[config.mk]
export PLATFORM = sky130hd
export DESIGN_NAME = stable_priority_queue
export DESIGN_NICKNAME = d
export VERILOG_FILES = /design/src/rtl/core/spq_pkg.sv /design/src/rtl/core/spq_cell.sv /design/src/rtl/core/stable_priority_queue.sv
export SDC_FILE = /design/constraint.sdc
export NUM_CORES = 1
export LEC_CHECK = 0
export ABC_AREA = 1
export ABC_CLOCK_PERIOD_IN_PS = 3000
export BUFFER_PORTS_ARGS = -buffer_cell sky130_fd_sc_hd__buf_2
export CORE_MARGIN = 2
export CORE_UTILIZATION = 30
export CTS_CLUSTER_DIAMETER = 200
export DETAILED_ROUTE_END_ITERATION = 10
export PLACE_DENSITY = 0.56
export REMOVE_ABC_BUFFERS = 1
export SKIP_CTS_REPAIR_TIMING = 1
export SLEW_MARGIN = 30
export SYNTH_ARGS = -nofsm -noshare
export SYNTH_HDL_FRONTEND = slang
export SYNTH_SLANG_ARGS = --single-unit
export TNS_END_PERCENT = 30
[constraint.sdc]
create_clock -name clk -period 3 [get_ports clk]
set_input_delay 0.6 -clock clk [delete_from_list [all_inputs] [get_ports clk]]
set_output_delay 0.6 -clock clk [all_outputs]
set_load 0.1 [all_outputs]
[src/rtl/core/spq_pkg.sv]
// ----------------------------------------------------------------------------
// spq_pkg
// Types and constants shared by the stable priority queue modules.
// ----------------------------------------------------------------------------
package spq_pkg;

    localparam int QUEUE_DEPTH    = 16;
    localparam int TAG_WIDTH      = 16;
    localparam int PRIORITY_WIDTH = 4;
    localparam int OCC_WIDTH      = $clog2(QUEUE_DEPTH + 1);

    typedef enum logic {
        CMD_INSERT = 1'b0,
        CMD_SERVE  = 1'b1
    } command_t;

    typedef enum logic [1:0] {
        ST_INSERTED = 2'd0,
        ST_SERVED   = 2'd1,
        ST_EMPTY    = 2'd2,
        ST_FULL     = 2'd3
    } status_t;

    typedef struct packed {
        command_t                  command;
        logic [TAG_WIDTH-1:0]      entry_tag;
        logic [PRIORITY_WIDTH-1:0] priority_req;
    } req_word_t;

    typedef struct packed {
        status_t                   status;
        logic [TAG_WIDTH-1:0]      served_tag;
        logic [PRIORITY_WIDTH-1:0] served_priority;
        logic [OCC_WIDTH-1:0]      occupancy;
    } rsp_word_t;

    // One stored queue entry.
    typedef struct packed {
        logic [TAG_WIDTH-1:0]      tag;
        logic [PRIORITY_WIDTH-1:0] prio;
    } entry_t;

    // Broadcast from the controller to every cell.
    typedef struct packed {
        logic   insert;
        logic   serve;
        entry_t new_entry;
    } cell_ctrl_t;

endpackage

[src/rtl/core/spq_cell.sv]
// ----------------------------------------------------------------------------
// spq_cell
// One slot of the sorted chain: holds an entry, shifts right on insert
// behind the new entry, shifts left on serve.
// ----------------------------------------------------------------------------
module spq_cell (
    input  logic               clk,
    input  spq_pkg::cell_ctrl_t ctrl,
    input  logic               occupied,
    input  logic               left_keep,
    input  spq_pkg::entry_t    left_entry,
    input  spq_pkg::entry_t    right_entry,
    output logic               keep,
    output spq_pkg::entry_t    entry
);
    import spq_pkg::*;

    entry_t entry_reg;
    entry_t entry_next;

    // Hold this slot on insert when it is occupied and its priority does not exceed the new one.
    assign keep  = occupied && (entry_reg.prio <= ctrl.new_entry.prio);
    assign entry = entry_reg;

    always_comb
    begin
        entry_next = entry_reg;
        if (ctrl.insert)
        begin
            if (!keep)
            begin
                // First slot past the kept prefix takes the new entry.
                entry_next = left_keep ? ctrl.new_entry : left_entry;
            end
        end
        else if (ctrl.serve)
        begin
            entry_next = right_entry;
        end
    end

    always_ff @(posedge clk)
    begin
        entry_reg <= entry_next;
    end

endmodule

[src/rtl/core/stable_priority_queue.sv]
// ----------------------------------------------------------------------------
// stable_priority_queue
// Bounded, stable priority queue built as a shifting chain of sorted cells.
// ----------------------------------------------------------------------------
// Usage:
//   req channel (req_valid/req_ready/req_data) carries one command word:
//   insert a tagged entry, or serve the head entry. rsp channel
//   (rsp_valid/rsp_ready/rsp_data) returns exactly one result word per
//   command: status, the served entry (zero unless served) and occupancy.
//   Lower priority values leave first; equal priorities leave in arrival
//   order. An insert into a full queue is dropped and reported as full; a
//   serve on an empty queue reports empty.
//   The result word is registered and is valid in the cycle after the
//   command word is accepted. Throughput: one command per cycle while the
//   result channel is not stalled. Every cell compares its priority against
//   the new entry in parallel and shifts by one slot in the same cycle.
//   Stall: the result sits in an output register; a new command is taken
//   whenever that register is empty or being drained in the same cycle.
//   Reset: clears the entry count and the output valid flag; cell contents
//   are not cleared, only slots below the count are ever read.
// ----------------------------------------------------------------------------
module stable_priority_queue (
    input  logic               clk,
    input  logic               rst_n,
    input  logic               req_valid,
    output logic               req_ready,
    input  spq_pkg::req_word_t req_data,
    output logic               rsp_valid,
    input  logic               rsp_ready,
    output spq_pkg::rsp_word_t rsp_data
);
    import spq_pkg::*;

    logic [OCC_WIDTH-1:0] count_reg;
    logic [OCC_WIDTH-1:0] count_next;
    logic                 rsp_valid_reg;
    logic                 rsp_valid_next;
    rsp_word_t            rsp_data_reg;
    rsp_word_t            rsp_data_next;

    logic       accept;
    logic       is_full;
    logic       is_empty;
    cell_ctrl_t ctrl;

    entry_t cell_entry [QUEUE_DEPTH];
    logic   cell_keep  [QUEUE_DEPTH];
    logic   cell_occ   [QUEUE_DEPTH];

    // Take a new word when the output register is free or draining.
    assign req_ready = !rsp_valid_reg || rsp_ready;
    assign accept    = req_valid && req_ready;
    assign is_full   = (count_reg == OCC_WIDTH'(QUEUE_DEPTH));
    assign is_empty  = (count_reg == '0);

    // Broadcast the command to the chain; drop full inserts and empty serves.
    assign ctrl.insert    = accept && (req_data.command == CMD_INSERT) && !is_full;
    assign ctrl.serve     = accept && (req_data.command == CMD_SERVE) && !is_empty;
    assign ctrl.new_entry = '{tag: req_data.entry_tag, prio: req_data.priority_req};

    genvar g;
    generate
        for (g = 0; g < QUEUE_DEPTH; g++)
        begin : g_cell
            entry_t left_entry;
            entry_t right_entry;
            logic   left_keep;

            assign cell_occ[g] = (count_reg > OCC_WIDTH'(g));

            if (g == 0)
            begin : g_head
                // The empty prefix ahead of the head counts as kept, so an
                // unkept head takes the new entry.
                assign left_entry = '0;
                assign left_keep  = 1'b1;
            end
            else
            begin : g_body
                assign left_entry = cell_entry[g-1];
                assign left_keep  = cell_keep[g-1];
            end

            if (g == QUEUE_DEPTH - 1)
            begin : g_tail
                assign right_entry = '0;
            end
            else
            begin : g_mid
                assign right_entry = cell_entry[g+1];
            end

            spq_cell u_cell (
                .clk         (clk),
                .ctrl        (ctrl),
                .occupied    (cell_occ[g]),
                .left_keep   (left_keep),
                .left_entry  (left_entry),
                .right_entry (right_entry),
                .keep        (cell_keep[g]),
                .entry       (cell_entry[g])
            );
        end
    endgenerate

    // Build the result word and the new count.
    always_comb
    begin
        count_next     = count_reg;
        rsp_valid_next = rsp_valid_reg && !rsp_ready;
        rsp_data_next  = rsp_data_reg;
        if (accept)
        begin
            rsp_valid_next = 1'b1;
            rsp_data_next  = '0;
            if (req_data.command == CMD_INSERT)
            begin
                if (is_full)
                begin
                    rsp_data_next.status = ST_FULL;
                end
                else
                begin
                    count_next           = count_reg + OCC_WIDTH'(1);
                    rsp_data_next.status = ST_INSERTED;
                end
            end
            else
            begin
                if (is_empty)
                begin
                    rsp_data_next.status = ST_EMPTY;
                end
                else
                begin
                    count_next                    = count_reg - OCC_WIDTH'(1);
                    rsp_data_next.status          = ST_SERVED;
                    rsp_data_next.served_tag      = cell_entry[0].tag;
                    rsp_data_next.served_priority = cell_entry[0].prio;
                end
            end
            rsp_data_next.occupancy = count_next;
        end
    end

    always_ff @(posedge clk or negedge rst_n)
    begin
        if (!rst_n)
        begin
            count_reg     <= '0;
            rsp_valid_reg <= 1'b0;
        end
        else
        begin
            count_reg     <= count_next;
            rsp_valid_reg <= rsp_valid_next;
        end
    end

    always_ff @(posedge clk)
    begin
        rsp_data_reg <= rsp_data_next;
    end

    assign rsp_valid = rsp_valid_reg;
    assign rsp_data  = rsp_data_reg;

endmodule

# Yosys cells after proc, flatten, opt, wreduce, memory -nomap -nowiden
# Index checks and enable logic that the tools add are counted.
[classes] n_eq_ne=17 magnitude_cmp=32 muxes=70 n_bitwise=1 reduce_logical=46 addsub=2
[op_table] operator="20-bit 2-to-1 mux" count=63
[op_table] operator="4-bit <= comparator" count=16
[op_table] operator="5-bit by 4-bit > comparator with 1-bit output, second input constant" count=8
[op_table] operator="2-bit inequality test, second input constant" count=16
[op_table] operator="2-bit AND reduction" count=16
[op_table] operator="1-bit logical AND" count=22
[op_table] operator="5-bit by 3-bit > comparator with 1-bit output, second input constant" count=4
[op_table] operator="5-bit 2-to-1 mux" count=3
[op_table] operator="5-bit by 1-bit > comparator with 1-bit output, second input constant" count=2
[op_table] operator="5-bit by 2-bit > comparator with 1-bit output, second input constant" count=2
[op_table] operator="2-bit 2-to-1 mux" count=3
[op_table] operator="5-bit by 1-bit adder with 5-bit output, second input constant" count=1
[op_table] operator="5-bit equality test, second input constant" count=1
[op_table] operator="5-bit zero test" count=1
[op_table] operator="5-bit by 1-bit subtractor with 5-bit output, second input constant" count=1
[op_table] operator="1-bit zero test" count=4
[op_table] operator="2-bit nonzero test" count=1
[op_table] operator="2-bit OR reduction" count=1
[op_table] operator="1-bit logical OR" count=1
[op_table] operator="1-bit 2-to-1 mux" count=1
[op_table] operator="1-bit inverter" count=1
[totals] input_bits=25 output_inout_bits=29 reg_bits=353 word_cells=206

# Depth between registers and ports, before layout
# Gate-level depths: netlist of the first run.
[depth] ltp_word=7 depth_mapped=13

# Modules after synthesis
# A second synthesis of the first run with hierarchy kept.
[unflattened] cells_unflattened=2332 hier_area_um2=20090.5
[by_module_without_submodules] mod="spq_cell" n_inst=16 cells_each=134 area_per_inst_um2=1144.8
[by_module_without_submodules] mod="stable_priority_queue" n_inst=1 cells_each=188 area_per_inst_um2=1773.0

# Worst setup path before layout of the first run
# No wires, ideal clock.
[synth_path] path_kind="register to register" startpoint="register rsp_valid_reg, in the netlist rsp_valid" endpoint="register g_cell[11].u_cell.entry_reg, in the netlist g_cell[11].u_cell.entry[0] (enable)" setup_slack_ns=-1.209 setup_time_ns=0.395 path_stages_with_launch=7 arrival_time_ns=3.814 required_time_ns=2.605 path_buffers=1 cell_sequence="dfrtp_1 -> nand2_1 -> nand2_1 -> clkinv_1 -> nand2_2 -> buf_4 -> nand2_1"
[synth_via] elab_chain_len=7
[synth_lines] item="start, declared" line_no="stable_priority_queue.sv:36" source="logic rsp_valid_reg;"
[synth_lines] item="start signal, assigned" line_no="stable_priority_queue.sv:156" source="rsp_valid_reg <= rsp_valid_next;"
[synth_lines] item="1-bit zero test *" line_no="stable_priority_queue.sv:51" source="assign req_ready = !rsp_valid_reg || rsp_ready;"
[synth_lines] item="1-bit logical OR *" line_no="stable_priority_queue.sv:51"
[synth_lines] item="net req_ready" line_no="stable_priority_queue.sv:26" source="output logic req_ready,"
[synth_lines] item="1-bit logical AND *" line_no="stable_priority_queue.sv:52" source="assign accept = req_valid && req_ready;"
[synth_lines] item="1-bit logical AND, on equally long branches (2 in series)" line_no="stable_priority_queue.sv:57, stable_priority_queue.sv:58"
[synth_lines] item="2-bit inequality test (no line) / 2-bit nonzero test (equally long branches)"
[synth_lines] item="2-bit AND reduction (no line) *"
[synth_lines] item="end signal, assigned" line_no="spq_cell.sv:44" source="entry_reg <= entry_next;"
[synth_lines] item="end, declared" line_no="spq_cell.sv:18" source="entry_t entry_reg;"
# The timed path passes the listed nets; every way through them passes the cells marked *.
# A chain may end at the register's enable or synchronous reset.

# Final worst setup path of the first run
[layout_path] startpoint="register count_reg[0]" endpoint="register g_cell[0].u_cell.entry_reg, in the netlist g_cell[0].u_cell.entry[7] (enable)"
[layout_via] elab_chain_len=5
[layout_lines] item="start, declared" line_no="stable_priority_queue.sv:34" source="logic [OCC_WIDTH-1:0] count_reg;"
[layout_lines] item="start signal, assigned" line_no="stable_priority_queue.sv:155" source="count_reg <= count_next;"
[layout_lines] item="parallel branches: the longest is 4 deep, another holds 5-bit by 1-bit > comparator with 1-bit output"
[layout_lines] item="2-bit AND reduction (no line) *"
[layout_lines] item="end signal, assigned" line_no="spq_cell.sv:44"
[layout_lines] item="end, declared" line_no="spq_cell.sv:18"
# Every way passes the cells marked *.

==> results by group, run 1 <==
Clock network
  – CTS tree: built
  – Clock Pin Slew Worst Setup and Hold Paths: 0.06 ns
  – Number of buffers created by CTS: 41
  – H-tree levels: 2
  – Clock sink count: 353
  – Clk buf depth: 3
  – Root buf cell: clkbuf_16
  – Clk_lat worst skew: 0.57 ns

Worst setup path
  – Arrival @ worst endpoint: 2.72 ns
  – Critical path class: flop to flop
  – Crit Path Max Fanout: 26
  – CP startpoint: count_reg[0]
  – Critical path endpoint category: flop
  – Required time of the critical path: 3.24 ns
  – R2R Path Start: count_reg[0]
  – Critical Path Start Type: flop

Synthesis
  – Flops & latches, synth: 353
  – Cell taking the most area after synthesis: edfxtp_1
  – Post-Synthesis Cells: 2,649
  – EDFF count, synth: 347
  – Synth Cell Area: 20,400 um^2
  – Async SR Flop Fraction: 0.0170
  – Synthesized area per cell: 7.70 um^2
  – Post-Synth Simple-Gate Area: 0.315
  – Synth Area in XOR/XNOR: 0.00215
  – Sequential fraction of the synthesis area: 0.519
  – Synth Area in Compound Gates: 0.0236
  – Ys Warns: 0
  – Multiplexer share of the synthesized area: 0
  – Largest family of logic cells by synthesized area: simple AND/OR/NAND/NOR gates
  – Post-synth top flop: edfxtp_1
  – Synth area leaders: edfxtp_1 (51%), nand2_1 (29%), inv_1 (6.1%)
  – Adder-cell share of the synthesized area: 0.0430
  – Yosys cell types: 34
  – Yosys top cell area share: 0.511

Detailed routing
  – Wire length per cell: 13.1 um
  – DRC errors left: 0
  – Post-DR vias/cell: 4.17
  – Via Count: 15,000
  – Detailed Route Iter0 Violations: 991
  – Initial DRT Pass Iterations: 7
  – Final ANT Viol Nets: 0
  – Final wirelength: 47.1 mm

Floorplanning
  – # IOs: 54
  – Die Span Y: 265 um
  – Die area: 70,100 um^2
  – Starting Density: 0.303
  – Die Width: 265 um
  – Core Box Area: 67,300 um^2
  – Cell Rows: 95

STA
  – Post-layout minimum cycle time: 2.48 ns
  – Worst clock skew: 0.0163 ns
  – Relative slew slack: 0.486
  – Final hold slack: 0.242 ns
  – Fmax: 403 MHz
  – Worst-Margin Slew: 0.771 ns
  – Setup-failing EPs final: 0
  – Setup_tns: 0 ns
  – Min setup slack post-route: 0.521 ns
  – Final critical-path share of the clock period: 0.826
  – Final Hold Viols: 0
  – Slew Viols, Final: 0
  – RSZ-0062 raised after global routing: false

Placement
  – DP Wirelength: 34.1 mm
  – DP Worst Slack: 0.166 ns
  – Number of port buffers: 53
  – Routability cong.: 0.795
  – Placed insts: 3,529

Cells and area
  – Final core occ: 0.341
  – Layout cell share with drive strength beyond 1: 0.0762
  – P&R area growth vs syn: 12.5%
  – Fillers: 7,228
  – Final Non-Filler Cells: 3,603
  – # nets final: 2,795
  – Largest register FFs: 320
  – Ant. Diodes: 0

Global route
  – Gr usage total: 0.137
  – Pin count of the biggest net entering global routing: 153
  – Grt total ovfl: 0
  – First-pass GRT wire length: 79.7 mm
  – Initial antenna violation count: 0
  – Vias in the first global route: 15,000

Run status
  – Status: finished, final reports clean

Run
  – Max cap viols: 0

Pwr
  – Leakage dissipation: 0.0128 uW
  – Power per cell area: 803 nW/um^2
  – Max IR drop VDD: 356 uV

Min path
  – Min-delay worst type: primary input to flop
  – Hold_sp: req_valid
[kinds of logic after synthesis]
| logic type | count (synthesis) |
|---|---|
| AND/OR/NAND/NOR | 1672 |
| buffers and inverters | 462 |
| flip-flops | 353 |
| AO/OA/AOI/OAI | 87 |
| adder cells (fa/ha/maj) | 70 |
| XOR/XNOR | 5 |
[metal layers]
metal / share of wire / global-route usage
met5: 0 / 0
met4: 0.017 / 0.0339
met3: 0.037 / 0.0184
met2: 0.44 / 0.221
met1: 0.50 / 0.194
[worst max-delay path, cell delays in order, from the launching register on]
cell and delay [ns]:
dfrtp_1 0.46, clkinv_1 0.12, ha_1 0.25, nand3_2 0.10
nand2_2 0.10, nor2_4 0.24, buf_4 0.36, nand2_1 0.12
nand2_1 0.07, buf_4 0.30
[worst paths after layout]
check / endpoint / slack [ns] / cells after the start
max reg2reg: g_cell[0].u_cell.entry[7] / 0.52 / 9
min: rsp_valid / 0.24 / 3
max: g_cell[0].u_cell.entry[7] / 0.52 / 9
min reg2reg: rsp_valid / 0.51 / 2
min in group asynchronous: rsp_valid / 0.39 / 2
max in group asynchronous: count_reg[0] / 2.47 / 2
[synth_stat cells, types with 2 or more instances]
| master | n |
|---|---|
| a21oi_1 | 39 |
| buf_2 | 88 |
| buf_4 | 10 |
| buf_6 | 13 |
| clkbuf_1 | 12 |
| clkinv_1 | 2 |
| dfrtp_1 | 6 |
| edfxtp_1 | 347 |
| ha_1 | 70 |
| inv_1 | 329 |
| inv_2 | 6 |
| nand2_1 | 1574 |
| nand2_2 | 6 |
| nand2_4 | 6 |
| nand3_1 | 41 |
| nand3b_1 | 2 |
| nor2_1 | 34 |
| nor2_2 | 3 |
| nor3_1 | 2 |
| o211ai_1 | 2 |
| o21ai_0 | 27 |
| o21ai_1 | 2 |
| o21bai_1 | 14 |
| xnor2_1 | 2 |
| xor2_1 | 3 |
[stage by stage]
stage / instance area (um^2) / power [uW]
detailed placement: 21700 / 13900
CTS: 22900 / 18700
global route: 22900 / 19900
global placement: 21700 / 13800
finish: 22900 / 18400
floorplan: 19700 / 12000
[where the power goes]
group          internal, uW  switching [uW]
registers              7040             577
logic                  1870            4240
clock network          2660            2020
total                 11600            6840
[cells in the final DEF, fill, tap and decap left out, drive strengths merged, types with 2 or more instances in the layout]
cell | Yosys | layout
clkinv | 2 | 19
ha | 70 | 70
nand2 | 1586 | 1586
nor2 | 38 | 38
clkbuf | 12 | 54
xnor2 | 2 | 2
o21bai | 14 | 14
dfrtp | 6 | 6
edfxtp | 347 | 347
o211ai | 2 | 2
xor2 | 3 | 3
inv | 335 | 336
o21ai | 29 | 29
nand3b | 2 | 2
nand3 | 42 | 42
nor3 | 2 | 2
a21oi | 39 | 39
buf | 113 | 132
[final cells by class]
type	instances	area, um^2	area share
inverters	337	1270	0.0555
repair buffers	133	931	0.0406
well taps	873	1090	0.0476
multi-input cells	1834	7830	0.342
clock inverters	19	134	0.00584
flip-flops and latches	353	10600	0.461
clock buffers	54	1100	0.0478
No activity file was read; power rests on OpenSTA's default activity.
==> run 2: changes to the inputs <==
--- a/config.mk
+++ b/config.mk
@@ -6,7 +6,7 @@
 export NUM_CORES = 1
 export LEC_CHECK = 0
 export ABC_AREA = 1
-export ABC_CLOCK_PERIOD_IN_PS = 3000
+export ABC_CLOCK_PERIOD_IN_PS = 2009
 export BUFFER_PORTS_ARGS = -buffer_cell sky130_fd_sc_hd__buf_2
 export CORE_MARGIN = 2
 export CORE_UTILIZATION = 30
==> constraint.sdc (replaced) <==
create_clock -name clk -period 2.01 [get_ports clk]
set_input_delay 0.402 -clock clk [delete_from_list [all_inputs] [get_ports clk]]
set_output_delay 0.402 -clock clk [all_outputs]
set_load 0.1 [all_outputs]
==> run 2 against run 1 <==
Compared with the run above: cell count increased by 2.7%; register-to-register slack lost 0.48 ns; non-clock buffer count grew 95; clock-buffer cell count fell by 3; power rose by 61%; routed wire length grew 8.4%; global-route usage up 0.24 points; maximum frequency is 26% higher; critical endpoint is now g_cell[15].u_cell.entry[17]; critical path depth did not move; sequential cell count did not move; highest routed layer unchanged; sequential share of layout area shrank 4.1 points; clock skew is 0.0048 ns higher.
==> results by group, run 2 (synthesis results as in run 1) <==
STA
  – Worst clock skew: 0.0211 ns (+0.00481 ns)
  – Setup-failing EPs final: 0 (unchanged)
  – Final critical-path share of the clock period: 0.981 (+0.154)
  – Relative slew slack: 0.670 (+0.184)
  – Setup_tns: 0 ns (unchanged)
  – Slew Viols, Final: 0 (unchanged)
  – Final Hold Viols: 0 (unchanged)
  – Worst-Margin Slew: 0.498 ns (-0.273 ns)
  – Fmax: 507 MHz (+26%)
  – Post-layout minimum cycle time: 1.97 ns (-0.508 ns)
  – RSZ-0062 raised after global routing: true
  – Final hold slack: 0.0460 ns (-0.196 ns)

Cells and area
  – # nets final: 2,890 (+3.4%)
  – Fillers: 7,011 (-3.0%)
  – Final core occ: 0.374 (+0.0332)
  – Ant. Diodes: 0 (unchanged)
  – Layout cell share with drive strength beyond 1: 0.130 (+0.0540)
  – P&R area growth vs syn: 23.4%
  – Commonest non-fill, non-tap cells in the layout: nand2_1 (1,527), edfxtp_1 (347), inv_1 (327), buf_12 (72), buf_4 (72)
  – Commonest non-fill, non-tap cell in the layout: nand2_1
  – Largest register FFs: 320 (unchanged)

Detailed routing
  – Via Count: 15,600 (+3.9%)
  – Final ANT Viol Nets: 0 (unchanged)
  – Final wirelength: 51.1 mm (+8.4%)
  – DRC errors left: 0 (unchanged)
  – Detailed Route Iter0 Violations: 956 (-3.5%)
  – Post-DR vias/cell: 4.22 (+1.2%)
  – Wire length per cell: 13.8 um (+5.6%)
  – Initial DRT Pass Iterations: 7 (unchanged)

Placement
  – Routability cong.: 0.807 (+1.5%)
  – DP Wirelength: 36.1 mm (+6.0%)
  – Number of port buffers: 53 (unchanged)

Run status
  – Status: finished, final reports clean

Min path
  – Hold_sp: req_valid
  – Min-delay worst type: primary input to flop
  – WHS Path Cells: 3 (unchanged)
  – WHS Endpoint: rsp_valid

Pwr
  – Max IR drop VDD: 470 uV (+32%)
  – Power per cell area: 1180 nW/um^2 (+47%)
  – Leakage dissipation: 0.0139 uW (+8.1%)

Worst setup path
  – R2R Path Start: count_reg[4]
  – Critical path class: flop to flop
  – R2R cell count: 9 (unchanged)
  – R2R Setup Slk: 0.04 ns (-0.48 ns)
  – Critical path endpoint category: flop
  – Crit Path Max Fanout: 8 (-69%)
  – Required time of the critical path: 2.28 ns (-0.96 ns)
  – R2r endpoint: g_cell[15].u_cell.entry[17]
  – Arrival @ worst endpoint: 2.24 ns (-0.48 ns)
  – Critical Path Start Type: flop

Global route
  – Initial antenna violation count: 0 (unchanged)
  – Vias in the first global route: 15,500 (+3.1%)
  – Gr usage total: 0.139 (+0.00235)
  – Pin count of the biggest net entering global routing: 40 (-74%)
  – First-pass GRT wire length: 80.8 mm (+1.3%)
  – Grt total ovfl: 0 (unchanged)

Run
  – Max cap viols: 0 (unchanged)

Floorplanning
  – Cell Rows: 95 (unchanged)
  – Die Span Y: 265 um (unchanged)
  – Die area: 70,100 um^2 (unchanged)
  – # IOs: 54 (unchanged)
  – Core Box Area: 67,300 um^2 (unchanged)
  – Starting Density: 0.303 (unchanged)
  – Die Width: 265 um (unchanged)

Clock network
  – Clk buf depth: 3 (unchanged)
  – Clock Pin Slew Worst Setup and Hold Paths: 0.07 ns (about the same)
  – CTS tree: built
  – Number of buffers created by CTS: 41 (unchanged)
  – Root buf cell: clkbuf_16
  – Clock sink count: 353 (unchanged)
  – H-tree levels: 2 (unchanged)
  – Clk_lat worst skew: 0.56 ns (about the same)
## run 2: how the worst max path moves through the flow
stage	from	endpoint	slack, ns	depth (start not counted)
after floorplan	rsp_valid	g_cell[14].u_cell.entry[0]	-4.44	5
after detailed placement	req_data[1]	g_cell[11].u_cell.entry[5]	-0.22	14
after CTS	count_reg[0]	g_cell[2].u_cell.entry[7]	-0.04	9
after global placement	req_data[1]	g_cell[11].u_cell.entry[5]	-0.20	14
after global routing	g_cell[2].u_cell.entry[1]	g_cell[3].u_cell.entry[9]	-0.06	11
final	count_reg[4]	g_cell[15].u_cell.entry[17]	0.04	9
## run 2: area by class of cell
cell class	instances	area, um^2	share of cell area
clock buffer	51	1060	0.0423
timing repair buffer	228	2810	0.112
inverter	337	1280	0.0509
clock inverter	24	193	0.00766
tap	873	1090	0.0434
multi-input combinational	1834	8140	0.324
sequential	353	10600	0.420
## run 2: power breakdown
group	switching, uW	internal [uW]
clock network	3040	4140
logic	7020	4210
registers	814	10500
## run 2: worst max-delay path: stages, from the launching register on
cell and delay [ns]:
dfrtp_2 0.46, buf_4 0.17, nand3_2 0.08, nand2_2 0.07
nor2_4 0.17, buf_12 0.18, buf_12 0.16, nand2_4 0.07
nand2_8 0.11, buf_6 0.17
## run 2: through the flow
step	instances	total power, uW	setup WS [ns]	instance area, um^2
floorplan	2524	17900	-4.44	19700
global placement	3595	21600	-0.204	23000
detailed placement	3595	21700	-0.216	23000
CTS	3670	29000	-0.0444	24300
global route	3700	31900	-0.0610	25200
finish	3700	29700	0.0388	25200
## run 2: per-layer routing
| metal | GRT usage | share of wire |
|---|---|---|
| met4 | 0.0366 | 0.021 |
| met3 | 0.0176 | 0.039 |
| met5 | 0 | 0 |
| met1 | 0.195 | 0.49 |
| met2 | 0.227 | 0.45 |
